==> src/sv/bfg_pkg.sv <==
// ----------------------------------------------------------------------------
// bfg_pkg: shared types and constants of the bus frequency load governor
// Register indexes, field widths and the nominal mode windows.
// ----------------------------------------------------------------------------
package bfg_pkg;

  // default width of the free-running counters
  localparam int COUNTER_BITS_DEF = 32;

  // configuration and result field widths
  localparam int THR_W   = 41;
  localparam int DWELL_W = 16;
  localparam int GAIN_W  = 8;
  localparam int RAISE_W = 32;
  localparam int CFG_IDX_W = 2;

  // saturation values of the reported total and the dwell count
  localparam logic [THR_W-1:0] TOTAL_MAX = {THR_W{1'b1}};
  localparam logic [DWELL_W-1:0] DWELL_MAX = {DWELL_W{1'b1}};

  // nominal windows of the two bus modes
  localparam logic [31:0] HI_NOMINAL = 32'd600000000;
  localparam logic [31:0] HI_SPREAD  = 32'd60000000;
  localparam logic [31:0] LO_NOMINAL = 32'd100000000;
  localparam logic [31:0] LO_SPREAD  = 32'd30000000;

  // register reset values
  localparam logic [THR_W-1:0]   HIGH_THR_RST = 41'd30000000;
  localparam logic [THR_W-1:0]   LOW_THR_RST  = 41'd15000000;
  localparam logic [DWELL_W-1:0] DWELL_RST    = 16'd50;
  localparam logic [GAIN_W-1:0]  GAIN_RST     = 8'd10;

  // configuration register indexes
  typedef enum logic [CFG_IDX_W-1:0] {
    REG_HIGH_THR   = 2'd0,
    REG_LOW_THR    = 2'd1,
    REG_DWELL_LIM  = 2'd2,
    REG_DELTA_GAIN = 2'd3
  } cfg_reg_t;

endpackage

==> src/sv/bfg_if.sv <==
// ----------------------------------------------------------------------------
// bfg interfaces: sample, result and configuration channels
// Valid/ready channels; a transfer happens when valid and ready are high.
// ----------------------------------------------------------------------------

// sample channel: raw counter readings and current bus mode
interface bfg_in_if #(
  parameter int COUNTER_BITS = bfg_pkg::COUNTER_BITS_DEF
);
  logic                    valid;
  logic                    ready;
  logic [COUNTER_BITS-1:0] cycle_raw;
  logic [COUNTER_BITS-1:0] read_raw;
  logic [COUNTER_BITS-1:0] write_raw;
  logic                    bus_is_high;

  modport source (output valid, cycle_raw, read_raw, write_raw, bus_is_high, input ready);
  modport sink   (input valid, cycle_raw, read_raw, write_raw, bus_is_high, output ready);
endinterface

// result channel: one result per sample
interface bfg_out_if;
  logic                        valid;
  logic                        ready;
  logic                        sample_valid;
  logic                        request_high;
  logic                        raise_pulse;
  logic                        release_pulse;
  logic [bfg_pkg::THR_W-1:0]   rw_total;
  logic [bfg_pkg::RAISE_W-1:0] raise_count;

  modport source (output valid, sample_valid, request_high, raise_pulse, release_pulse,
                  rw_total, raise_count, input ready);
  modport sink   (input valid, sample_valid, request_high, raise_pulse, release_pulse,
                  rw_total, raise_count, output ready);
endinterface

// configuration write channel
interface bfg_cfg_if;
  logic                          valid;
  logic                          ready;
  logic [bfg_pkg::CFG_IDX_W-1:0] index;
  logic [bfg_pkg::THR_W-1:0]     data;

  modport source (output valid, index, data, input ready);
  modport sink   (input valid, index, data, output ready);
endinterface

==> src/sv/bus_freq_load_governor.sv <==
// ----------------------------------------------------------------------------
// bus_freq_load_governor: load-based high bus frequency request
// Turns counter readings into deltas and drives a hysteresis request.
// ----------------------------------------------------------------------------
// Usage:
//   in_ch   one sample per transfer: raw cycle, read and write counter
//           readings plus the current bus mode.
//   out_ch  one result per sample: plausibility flag, request state, raise
//           and release pulses, saturated read+write total, raise count.
//   cfg_ch  register writes (thresholds, dwell limit, gain); always ready;
//           the user writes only while no sample is in flight (unenforced).
// Timing: two register stages (sample register, result register). A result
//   is presented on out_ch from the result register, after its sample has
//   passed through the sample register and the datapath.
//   One sample per cycle is sustained unless out_ch stalls; the rate is set
//   by the single delta/multiply/compare pass between the two registers.
// Stall: when out_ch is not taken, the result register holds, the sample
//   register fills and in_ch.ready drops; nothing is lost.
// Reset: clears both stages, previous readings, request, dwell count and
//   raise count, and loads the register defaults.
// ----------------------------------------------------------------------------
module bus_freq_load_governor
  import bfg_pkg::*;
#(
  parameter int COUNTER_BITS = COUNTER_BITS_DEF
) (
  input  logic         clk,
  input  logic         rst_n,
  bfg_in_if.sink       in_ch,
  bfg_out_if.source    out_ch,
  bfg_cfg_if.sink      cfg_ch
);

  localparam int SCL_W = COUNTER_BITS + GAIN_W;
  localparam int SUM_W = SCL_W + 1;
  localparam int CMP_W = (SUM_W > THR_W) ? SUM_W : THR_W;

  // configuration registers
  logic [THR_W-1:0]   high_thr_r;
  logic [THR_W-1:0]   low_thr_r;
  logic [DWELL_W-1:0] dwell_lim_r;
  logic [GAIN_W-1:0]  gain_r;

  // sample stage
  logic                    s1_valid_r;
  logic [COUNTER_BITS-1:0] s1_cyc_r, s1_rd_r, s1_wr_r;
  logic                    s1_hi_r;
  logic                    s1_adv;

  // governor state
  logic [COUNTER_BITS-1:0] prev_cyc_r, prev_rd_r, prev_wr_r;
  logic                    req_r, req_nxt;
  logic [DWELL_W-1:0]      dwell_r, dwell_nxt;
  logic [RAISE_W-1:0]      raises_r, raises_nxt;

  // result register
  logic               out_valid_r;
  logic               res_valid_r, res_raise_r, res_release_r;
  logic [THR_W-1:0]   res_total_r;

  // combinational datapath
  logic [SCL_W-1:0]   dc, dr, dw;
  logic [CMP_W-1:0]   dc_x, total_x, hi_thr_x, lo_thr_x;
  logic               smp_ok, raised, released;
  logic               req_mid, in_between;
  logic [DWELL_W-1:0] dwell_inc;
  logic [THR_W-1:0]   total_sat;

  assign cfg_ch.ready = 1'b1;
  assign s1_adv       = !out_valid_r || out_ch.ready;
  assign in_ch.ready  = !s1_valid_r || s1_adv;

  // configuration writes
  always_ff @(posedge clk) begin
    if (!rst_n) begin
      high_thr_r  <= HIGH_THR_RST;
      low_thr_r   <= LOW_THR_RST;
      dwell_lim_r <= DWELL_RST;
      gain_r      <= GAIN_RST;
    end else if (cfg_ch.valid) begin
      unique case (cfg_ch.index)
        REG_HIGH_THR:   high_thr_r  <= cfg_ch.data;
        REG_LOW_THR:    low_thr_r   <= cfg_ch.data;
        REG_DWELL_LIM:  dwell_lim_r <= cfg_ch.data[DWELL_W-1:0];
        REG_DELTA_GAIN: gain_r      <= cfg_ch.data[GAIN_W-1:0];
        default: ;
      endcase
    end
  end

  // sample register
  always_ff @(posedge clk) begin
    if (!rst_n) begin
      s1_valid_r <= 1'b0;
    end else if (in_ch.ready) begin
      s1_valid_r <= in_ch.valid;
    end
  end

  always_ff @(posedge clk) begin
    if (in_ch.ready && in_ch.valid) begin
      s1_cyc_r <= in_ch.cycle_raw;
      s1_rd_r  <= in_ch.read_raw;
      s1_wr_r  <= in_ch.write_raw;
      s1_hi_r  <= in_ch.bus_is_high;
    end
  end

  // scaled deltas; a counter that did not move forward gives zero
  always_comb begin
    dc = (s1_cyc_r > prev_cyc_r) ?
         SCL_W'(s1_cyc_r - prev_cyc_r) * SCL_W'(gain_r) : '0;
    dr = (s1_rd_r > prev_rd_r) ?
         SCL_W'(s1_rd_r - prev_rd_r) * SCL_W'(gain_r) : '0;
    dw = (s1_wr_r > prev_wr_r) ?
         SCL_W'(s1_wr_r - prev_wr_r) * SCL_W'(gain_r) : '0;
  end

  // plausibility against the mode window
  always_comb begin
    dc_x     = CMP_W'(dc);
    total_x  = CMP_W'(SUM_W'(dr) + SUM_W'(dw));
    hi_thr_x = CMP_W'(high_thr_r);
    lo_thr_x = CMP_W'(low_thr_r);
    if (dc == '0 || dr == '0 || dw == '0) begin
      smp_ok = 1'b0;
    end else if (s1_hi_r) begin
      smp_ok = (dc_x >= CMP_W'(HI_NOMINAL - HI_SPREAD)) &&
               (dc_x <= CMP_W'(HI_NOMINAL + HI_SPREAD)) &&
               (total_x <= CMP_W'(HI_NOMINAL));
    end else begin
      smp_ok = (dc_x >= CMP_W'(LO_NOMINAL - LO_SPREAD)) &&
               (dc_x <= CMP_W'(LO_NOMINAL + LO_SPREAD)) &&
               (total_x <= CMP_W'(LO_NOMINAL));
    end
    total_sat = (total_x > CMP_W'(TOTAL_MAX)) ? TOTAL_MAX : total_x[THR_W-1:0];
  end

  // hysteresis and dwell
  always_comb begin
    raised     = 1'b0;
    released   = 1'b0;
    req_nxt    = req_r;
    dwell_nxt  = dwell_r;
    raises_nxt = raises_r;
    req_mid    = req_r;
    dwell_inc  = (dwell_r == DWELL_MAX) ? dwell_r : dwell_r + 1'b1;
    in_between = (total_x > lo_thr_x) && (total_x < hi_thr_x);
    if (smp_ok) begin
      if (!req_r && total_x > hi_thr_x) begin
        req_mid    = 1'b1;
        raised     = 1'b1;
        raises_nxt = raises_r + 1'b1;
      end else if (req_r && total_x < lo_thr_x) begin
        req_mid  = 1'b0;
        released = 1'b1;
      end
      req_nxt = req_mid;
      if (req_mid && in_between) begin
        if (dwell_inc >= dwell_lim_r) begin
          req_nxt   = 1'b0;
          released  = 1'b1;
          dwell_nxt = '0;
        end else begin
          dwell_nxt = dwell_inc;
        end
      end else begin
        dwell_nxt = '0;
      end
    end
  end

  // state update on each processed sample
  always_ff @(posedge clk) begin
    if (!rst_n) begin
      prev_cyc_r <= '0;
      prev_rd_r  <= '0;
      prev_wr_r  <= '0;
      req_r      <= 1'b0;
      dwell_r    <= '0;
      raises_r   <= '0;
    end else if (s1_adv && s1_valid_r) begin
      prev_cyc_r <= s1_cyc_r;
      prev_rd_r  <= s1_rd_r;
      prev_wr_r  <= s1_wr_r;
      req_r      <= req_nxt;
      dwell_r    <= dwell_nxt;
      raises_r   <= raises_nxt;
    end
  end

  // result register
  always_ff @(posedge clk) begin
    if (!rst_n) begin
      out_valid_r <= 1'b0;
    end else if (s1_adv) begin
      out_valid_r <= s1_valid_r;
    end
  end

  always_ff @(posedge clk) begin
    if (s1_adv && s1_valid_r) begin
      res_valid_r   <= smp_ok;
      res_raise_r   <= raised;
      res_release_r <= released;
      res_total_r   <= total_sat;
    end
  end

  assign out_ch.valid         = out_valid_r;
  assign out_ch.sample_valid  = res_valid_r;
  assign out_ch.request_high  = req_r;
  assign out_ch.raise_pulse   = res_raise_r;
  assign out_ch.release_pulse = res_release_r;
  assign out_ch.rw_total      = res_total_r;
  assign out_ch.raise_count   = raises_r;

endmodule
==> src/flat_wrapper.sv <==
// flat-port wrapper written by rule: the top's interface ports become plain ports
module bus_freq_load_governor_flat import bfg_pkg::*;
#(
  parameter int COUNTER_BITS = COUNTER_BITS_DEF
)
  (clk, rst_n, in_ch_valid, in_ch_cycle_raw, in_ch_read_raw, in_ch_write_raw, in_ch_bus_is_high, in_ch_ready, out_ch_valid, out_ch_sample_valid, out_ch_request_high, out_ch_raise_pulse, out_ch_release_pulse, out_ch_rw_total, out_ch_raise_count, out_ch_ready, cfg_ch_valid, cfg_ch_index, cfg_ch_data, cfg_ch_ready);
  bfg_in_if #(.COUNTER_BITS(COUNTER_BITS)) in_ch_i ();
  bfg_out_if out_ch_i ();
  bfg_cfg_if cfg_ch_i ();
  input  logic clk;
  input  logic rst_n;
  input wire logic [$bits(in_ch_i.valid)-1:0] in_ch_valid;
  input wire logic [$bits(in_ch_i.cycle_raw)-1:0] in_ch_cycle_raw;
  input wire logic [$bits(in_ch_i.read_raw)-1:0] in_ch_read_raw;
  input wire logic [$bits(in_ch_i.write_raw)-1:0] in_ch_write_raw;
  input wire logic [$bits(in_ch_i.bus_is_high)-1:0] in_ch_bus_is_high;
  output wire logic [$bits(in_ch_i.ready)-1:0] in_ch_ready;
  output wire logic [$bits(out_ch_i.valid)-1:0] out_ch_valid;
  output wire logic [$bits(out_ch_i.sample_valid)-1:0] out_ch_sample_valid;
  output wire logic [$bits(out_ch_i.request_high)-1:0] out_ch_request_high;
  output wire logic [$bits(out_ch_i.raise_pulse)-1:0] out_ch_raise_pulse;
  output wire logic [$bits(out_ch_i.release_pulse)-1:0] out_ch_release_pulse;
  output wire logic [$bits(out_ch_i.rw_total)-1:0] out_ch_rw_total;
  output wire logic [$bits(out_ch_i.raise_count)-1:0] out_ch_raise_count;
  input wire logic [$bits(out_ch_i.ready)-1:0] out_ch_ready;
  input wire logic [$bits(cfg_ch_i.valid)-1:0] cfg_ch_valid;
  input wire logic [$bits(cfg_ch_i.index)-1:0] cfg_ch_index;
  input wire logic [$bits(cfg_ch_i.data)-1:0] cfg_ch_data;
  output wire logic [$bits(cfg_ch_i.ready)-1:0] cfg_ch_ready;
  assign in_ch_i.valid = in_ch_valid;
  assign in_ch_i.cycle_raw = in_ch_cycle_raw;
  assign in_ch_i.read_raw = in_ch_read_raw;
  assign in_ch_i.write_raw = in_ch_write_raw;
  assign in_ch_i.bus_is_high = in_ch_bus_is_high;
  assign in_ch_ready = in_ch_i.ready;
  assign out_ch_valid = out_ch_i.valid;
  assign out_ch_sample_valid = out_ch_i.sample_valid;
  assign out_ch_request_high = out_ch_i.request_high;
  assign out_ch_raise_pulse = out_ch_i.raise_pulse;
  assign out_ch_release_pulse = out_ch_i.release_pulse;
  assign out_ch_rw_total = out_ch_i.rw_total;
  assign out_ch_raise_count = out_ch_i.raise_count;
  assign out_ch_i.ready = out_ch_ready;
  assign cfg_ch_i.valid = cfg_ch_valid;
  assign cfg_ch_i.index = cfg_ch_index;
  assign cfg_ch_i.data = cfg_ch_data;
  assign cfg_ch_ready = cfg_ch_i.ready;
  bus_freq_load_governor #(.COUNTER_BITS(COUNTER_BITS)) u_core (.clk(clk), .rst_n(rst_n), .in_ch(in_ch_i), .out_ch(out_ch_i), .cfg_ch(cfg_ch_i));
endmodule
==> config.mk <==
export PLATFORM = sky130hd
export DESIGN_NAME = bus_freq_load_governor_flat
export DESIGN_NICKNAME = d
export VERILOG_FILES = /design/src/sv/bfg_pkg.sv /design/src/sv/bfg_if.sv /design/src/sv/bus_freq_load_governor.sv /design/src/flat_wrapper.sv
export SDC_FILE = /design/constraint.sdc
export NUM_CORES = 2
export LEC_CHECK = 0
export ABC_CLOCK_PERIOD_IN_PS = 15800
export BUFFER_PORTS_ARGS = -buffer_cell sky130_fd_sc_hd__buf_4
export CORE_AREA = 2 2 277 483
export CTS_BUF_LIST = sky130_fd_sc_hd__clkbuf_8
export DETAILED_ROUTE_END_ITERATION = 8
export DIE_AREA = 0 0 279 485
export HOLD_SLACK_MARGIN = 0.05
export PLACE_DENSITY = 0.59
export SYNTH_ARGS = -nofsm -noshare
export SYNTH_HDL_FRONTEND = slang
export SYNTH_SLANG_ARGS = --single-unit
export TNS_END_PERCENT = 30
==> constraint.sdc <==
create_clock -name clk -period 15.8 [get_ports clk]
set_clock_uncertainty 0.05 [all_clocks]
set_input_delay 1.58 -clock clk [delete_from_list [all_inputs] [get_ports clk]]
set_output_delay 1.58 -clock clk [all_outputs]
set_load 0.005 [all_outputs]
# Word-level counts from Yosys, hierarchy flattened
# Index checks and enable logic that the tools add are counted.
[classes]
addsub = 6
n_mul = 3
order_cmp = 15
n_eq_ne = 4
n_mux = 18
n_reduce_logical = 27
[ops]
columns = ["cell", "n"]
rows = [
  ["40-bit logical NOT", 3],
  ["40-bit by 8-bit multiplier with 40-bit output", 3],
  ["40-bit 2-to-1 mux", 3],
  ["32-bit by 32-bit subtractor with 33-bit output", 3],
  ["32-bit > comparator", 3],
  ["41-bit > comparator", 2],
  ["41-bit < comparator", 2],
  ["16-bit 2-to-1 mux", 3],
  ["40-bit by 40-bit adder with 41-bit output", 1],
  ["41-bit > comparator (second input constant)", 1],
  ["41-bit by 27-bit less-or-equal comparator with 1-bit output (second input constant)", 1],
  ["41-bit by 30-bit less-or-equal comparator with 1-bit output (second input constant)", 1],
  ["40-bit by 27-bit greater-or-equal comparator with 1-bit output (second input constant)", 1],
  ["40-bit by 30-bit greater-or-equal comparator with 1-bit output (second input constant)", 1],
  ["40-bit by 27-bit less-or-equal comparator with 1-bit output (second input constant)", 1],
  ["40-bit by 30-bit less-or-equal comparator with 1-bit output (second input constant)", 1],
  ["32-bit by 1-bit adder with 32-bit output (second input constant)", 1],
  ["16-bit by 1-bit adder with 16-bit output (second input constant)", 1],
  ["16-bit equality test (second input constant)", 1],
  ["16-bit greater-or-equal comparator", 1],
  ["1-bit 2-to-1 mux", 12],
  ["1-bit logical AND", 10],
  ["2-bit AND reduction", 5],
  ["2-bit equality test (second input constant)", 2],
  ["other kinds (5)", 10],
]
[totals]
register_bits = 394
in_bits = 145
out_inout_bits = 80

# Depth between registers and ports, before layout
[logic_depth]
word_depth = 11
ltp_mapped = 56
mapped_depth_nobuf = 54

# Worst setup path before layout
# OpenSTA, ideal clock, no wires.
[synth_path]
path_type = "register to register"
startpoint = "register u_core.s1_wr_r[0]"
endpoint = "register u_core.raises_r[22], in the netlist u_core.out_ch.raise_count[22]"
setup_ps = 131
arrival_ps = 11082
t_required_ps = 15619
slack_ps = 4537
path_stages_with_launch = 54
n_path_buf = 3
period_less_slack_ps = 11263
path_cell_list = "edfxtp_1 > inv_1 > ha_1 > fa_1 > nor2b_1 > o211ai_1 > a31oi_1 > a21oi_1 > nor2b_1 > o21ai_0 > a21boi_0 > o21a_1 > o21ai_0 > nand2b_1 > a21oi_1 > xnor2_1 > and2_1 > fa_1 > (+18 left out) > nor3_1 > a22oi_1 > nand2_1 > a21oi_2 > xnor2_1 > ha_1 > nand3_1 > nor3_1 > o31a_1 > o22ai_1 > maj3_1 > o21a_1 > a2bb2oi_1 > a2111oi_0 > o211ai_2 > buf_6 > o311ai_2 > o41ai_2"
[synth_via]
elab_chain_len = 9
word_cells_on_any_way = 16
classes_between = "add/sub: 2; mul: 1; order compare: 4; mux: 3; reduce/logical: 6"
[synth_lines]
columns = ["element", "line", "source"]
rows = [
  ["start: declaration", "bus_freq_load_governor.sv:46", "logic [COUNTER_BITS-1:0] s1_cyc_r, s1_rd_r, s1_wr_r;"],
  ["start signal: assignment", "bus_freq_load_governor.sv:104", "s1_wr_r <= in_ch.write_raw;"],
  ["32-bit by 32-bit subtractor with 33-bit output", "bus_freq_load_governor.sv:116", "SCL_W'(s1_wr_r - prev_wr_r) * SCL_W'(gain_r) : '0;"],
  ["40-bit by 8-bit multiplier with 40-bit output", "bus_freq_load_governor.sv:116", ""],
  ["40-bit 2-to-1 mux *", "bus_freq_load_governor.sv:115", "dw = (s1_wr_r > prev_wr_r) ?"],
  ["40-bit by 40-bit adder with 41-bit output *", "bus_freq_load_governor.sv:122", "total_x = CMP_W'(SUM_W'(dr) + SUM_W'(dw));"],
  ["named net u_core.total_x[32]", "bus_freq_load_governor.sv:63", "logic [CMP_W-1:0] dc_x, total_x, hi_thr_x, lo_thr_x;"],
  ["41-bit by 27-bit less-or-equal comparator with 1-bit output / 41-bit by 30-bit less-or-equal comparator with 1-bit output (equally long branches)", "bus_freq_load_governor.sv:134, bus_freq_load_governor.sv:130", ""],
  ["1-bit logical AND, on equally long branches", "bus_freq_load_governor.sv:133, bus_freq_load_governor.sv:129", ""],
  ["1-bit 2-to-1 mux", "bus_freq_load_governor.sv:127", "end else if (s1_hi_r) begin"],
  ["1-bit 2-to-1 mux", "bus_freq_load_governor.sv:125", "if (dc == '0 || dr == '0 || dw == '0) begin"],
  ["3-bit AND reduction (no line) *", "--", ""],
  ["end signal: assignment", "bus_freq_load_governor.sv:188", "raises_r <= raises_nxt;"],
  ["end: declaration", "bus_freq_load_governor.sv:54", "logic [RAISE_W-1:0] raises_r, raises_nxt;"],
]
# Mark *: on every way through the listed nets, which the timed path passes. The rest lies on a longest branch.
# A chain may end at the register's enable or synchronous reset.

# Final worst setup path
[layout_path]
startpoint = "register u_core.s1_wr_r[0]"
endpoint = "register u_core.dwell_r[10]"
[layout_via]
elab_chain_len = 11
word_cells_on_any_way = 26
classes_between = "add/sub: 2; mul: 1; order compare: 7; mux: 7; reduce/logical: 9"
[layout_lines]
columns = ["element", "line", "source"]
rows = [
  ["32-bit by 32-bit subtractor with 33-bit output", "bus_freq_load_governor.sv:116", ""],
  ["40-bit by 8-bit multiplier with 40-bit output", "bus_freq_load_governor.sv:116", ""],
  ["40-bit 2-to-1 mux *", "bus_freq_load_governor.sv:115", ""],
  ["40-bit by 40-bit adder with 41-bit output", "bus_freq_load_governor.sv:122", ""],
  ["41-bit < comparator", "bus_freq_load_governor.sv:154", "end else if (req_r && total_x < lo_thr_x) begin"],
  ["1-bit logical AND", "bus_freq_load_governor.sv:154", ""],
  ["1-bit 2-to-1 mux", "bus_freq_load_governor.sv:154", ""],
  ["1-bit 2-to-1 mux", "bus_freq_load_governor.sv:150", "if (!req_r && total_x > hi_thr_x) begin"],
  ["1-bit 2-to-1 mux", "bus_freq_load_governor.sv:149", "if (smp_ok) begin"],
  ["1-bit logical AND", "bus_freq_load_governor.sv:159", "if (req_mid && in_between) begin"],
  ["16-bit 2-to-1 mux", "bus_freq_load_governor.sv:159", ""],
  ["end signal: assignment", "bus_freq_load_governor.sv:187", "dwell_r <= dwell_nxt;"],
  ["end: declaration", "bus_freq_load_governor.sv:53", "logic [DWELL_W-1:0] dwell_r, dwell_nxt;"],
]
# Mark *: on every way between the ends. The rest lies on a longest branch, timed or not. The select of a mux whose other input is x is not followed.

==> flow_metrics.env <==
export IMPL_status="complete, no violations"
export IMPL_grt_pass1_vias=46630
export IMPL_drv_slew=0
export IMPL_cts_repair_resized=0
export IMPL_synth_edff_count=141
export IMPL_drt_iter0_drc=2470
export IMPL_gp_congestion=0.9502
export IMPL_crit_required_ns=16.42
export IMPL_grt_util_all_layers_pct=25.62
export IMPL_async_flop_share_pct=0
export IMPL_cpMaxStageDelayCell="o311ai_2"
export IMPL_cts_inserted_buffers=70
export IMPL_path_class="flip-flop to flip-flop"
export IMPL_cap_violations=0
export IMPL_core_um2=131500
export IMPL_fin_crit_ns=14.70
export IMPL_antenna_found_initial=5
export IMPL_routedWlPerCell_um=21.49
export IMPL_dp_final_hpwl_um=139400
export IMPL_grt_max_degree=97
export IMPL_io_buffers=223
export IMPL_overflow=0
export IMPL_crit_fanout=13
export IMPL_p_per_area_nw_per_um2=234.6
export IMPL_crit_buf_inv=3
export IMPL_ir_drop_mv=0.1969
export IMPL_ys_ff_latch=394
export IMPL_p_total_mw=13.37
export IMPL_tritoncts="built"
export IMPL_cpMostUsedCell="nor3_1"
export IMPL_syn_avg_cell_area_um2=8.465
export IMPL_slew_headroom_pct=12.90
export IMPL_syn_to_final_growth_pct=9.147
export IMPL_grt_pass1_wl_um=267900
export IMPL_cts_htree_levels=3
export IMPL_via_per_inst=5.501
export IMPL_synth_fp_nets=7292
export IMPL_die_width_um=279
export IMPL_fin_crit_sh_pct=93.06
export IMPL_io_pin_count=225
export IMPL_fin_setup_tns_ns=0
export IMPL_cts_buffer_depth=3
export IMPL_leakage_nw=25.04
export IMPL_cts_hold_buf=0
export IMPL_tightest_slew_ns=1.297
export IMPL_rsz0062_at_grt="false"
export IMPL_crit_path_start_kind="flip-flop"
export IMPL_post_cts_buffers=0
export IMPL_ant_nets=0
export IMPL_drive_gt1_share_pct=7.228
export IMPL_cts_sinks=394
export IMPL_cp_arrival_ns=15.33
export IMPL_fmax_ghz=0.06801
export IMPL_hold_path_class="flip-flop to flip-flop"
export IMPL_cpPeakStageDelay_ns=1.05
export IMPL_die_y_um=485
export IMPL_hold_worst_slack_ns=0.4146
export IMPL_fill_cells=13230
export IMPL_ys_seq_area_share_pct=17.81
export IMPL_initial_core_util_pct=39.72
export IMPL_nNetsFinal=7389
export IMPL_core_rowCount=176
export IMPL_drc=0
export IMPL_dieArea_um2=135300
export IMPL_syn_cell_area_um2=52210
export IMPL_ys_warnings_count=0
export IMPL_synth_cell_types=109
export IMPL_firstDrtPassIters=5
export IMPL_setup_violations_final=0
export IMPL_postSynthCellCount=6168
export IMPL_end_kind="flip-flop"
export IMPL_finalHoldViolations=0
export IMPL_clk_pin_slew_ns=0.06
export IMPL_crit_family="simple AND/OR/NAND/NOR gates"
export IMPL_wl_um=172300
export IMPL_vias=44110
export IMPL_clk_insertion_delay_late_ns=0.80
export IMPL_cts_root_buf="clkbuf_8"
export IMPL_ys_flop_type="dfxtp_1"
==> final timing paths <==
path                                     startpoint  depth (start not counted)  slack, ns             endpoint
worst max register to register    u_core.s1_wr_r[0]                         42       1.10   u_core.dwell_r[10]
worst min-delay path            u_core.lo_thr_x[40]                          2       0.41  u_core.lo_thr_x[40]
worst max-delay path              u_core.s1_wr_r[0]                         42       1.10   u_core.dwell_r[10]
worst min register to register  u_core.lo_thr_x[40]                          2       0.41  u_core.lo_thr_x[40]
==> layout by cell type (no fill, tap or decap), drive strengths merged, types with 16 or more instances in the layout <==
cell     count
nand4       70
a21oi      250
and4        21
xor2        70
clkinv      22
dfxtp      253
or3         27
nor4        30
buf        285
o211ai      82
inv        878
nand2      861
and3        43
edfxtp     141
and2       481
o21a        62
ha         372
o31ai       32
a21boi     193
fa         607
nor2       247
clkbuf      79
nor2b       79
a31oi       36
a21o       120
o21ai      162
o21bai      29
nand3       78
o2111ai     17
or2         18
nor3        90
a211oi      49
a211o       16
xnor2      178
nand2b      65
==> stage by stage <==
step	area, um2	setup WS [ns]	std cells	util, %
3_3_place_gp	55550	1.276	7884	42.26
6_report	56990	1.097	8018	43.35
5_1_grt	56990	0.4080	8017	43.35
3_5_place_dp	55550	1.218	7884	42.26
2_1_floorplan	52210	4.537	6168	-
4_1_cts	56980	1.091	8014	43.34
==> cell families (layout without fill, tap and decap cells) <==
kind of cell / Yosys count / count (layout) / synth area share [%]
AO/OA/AOI/OAI: 1246 / 1246 / 16.70
XOR/XNOR: 249 / 249 / 4.203
adder cells (fa/ha/maj): 983 / 983 / 32.26
buffers and inverters: 1115 / 1270 / 8.066
flip-flops: 394 / 394 / 17.81
multiplexers: 14 / 14 / 0.2756
other: 1 / 5 / 0.007182
AND/OR/NAND/NOR: 2166 / 2166 / 20.67
==> power by group <==
part           internal (mW)  switching, mW  leakage [nW]  total (mW)
sequential              1.25         0.0745          3.43        1.33
clock                  0.515          0.502         0.801        1.02
combinational           3.97           7.06          20.8        11.0
total                   5.73           7.64          25.0        13.4
==> layout make-up <==
cell class	count	area [um2]	area share, %
Antenna cell	4	10.01	0.01756
Clock buffer	79	1087	1.908
Clock inverter	51	340.3	0.5972
Inverter	855	3214	5.640
Multi-Input combinational cell	4659	38740	67.99
Sequential cell	394	9309	16.33
Tap cell	1691	2116	3.713
Timing Repair Buffer	285	2168	3.805
==> worst reg2reg max path: cells and delay by family, from the launching register on <==
kind	cells	cell delay, ns
and+or+nand+nor	19	6.21
buffers and inverters	3	0.15
DFF	1	0.34
adders and majority gates	8	3.59
xor gates and xnor gates	1	0.29
AOI/OAI and AO/OA	11	3.94
==> routing by layer <==
metal	GRT usage, %	share of wire, %	vias up
met5	0	0.0081	-
met4	14.52	6.5	2
met3	2.917	3.5	377
met2	49.74	54	967
met1	26.17	36	22070
li1	-	-	20700
==> cells in the mapped netlist (14+ instances only) <==
cell	count	area, um2
inv_1	854	3206
o31a_1	15	131.4
and2_1	481	3009
o21bai_1	29	217.7
nor2_1	247	927.1
a22o_1	14	122.6
dfxtp_1	253	5065
a211oi_1	48	360.4
o31ai_1	32	240.2
fa_1	607	12150
nand4_1	70	437.9
edfxtp_1	141	4234
nand2b_1	65	406.6
o21a_1	62	465.5
nor3_1	89	445.4
and4_1	21	183.9
xnor2_1	178	1559
nand2_1	861	3232
or3_1	27	168.9
o21ai_1	19	95.09
a21boi_0	191	1434
o21ai_0	143	715.7
nor4_1	28	175.2
a21o_1	120	900.9
ha_1	372	4654
buf_1	15	56.30
o211ai_1	81	608.1
nand3_1	78	390.4
a211o_1	16	140.1
nor2b_1	79	494.2
clkbuf_1	231	867.1
xor2_1	70	613.1
or2_2	17	106.4
a21oi_1	248	1241
a31oi_1	36	225.2
and3_1	43	269.0
o2111ai_1	17	148.9
Power figures use the tool's default switching activity.
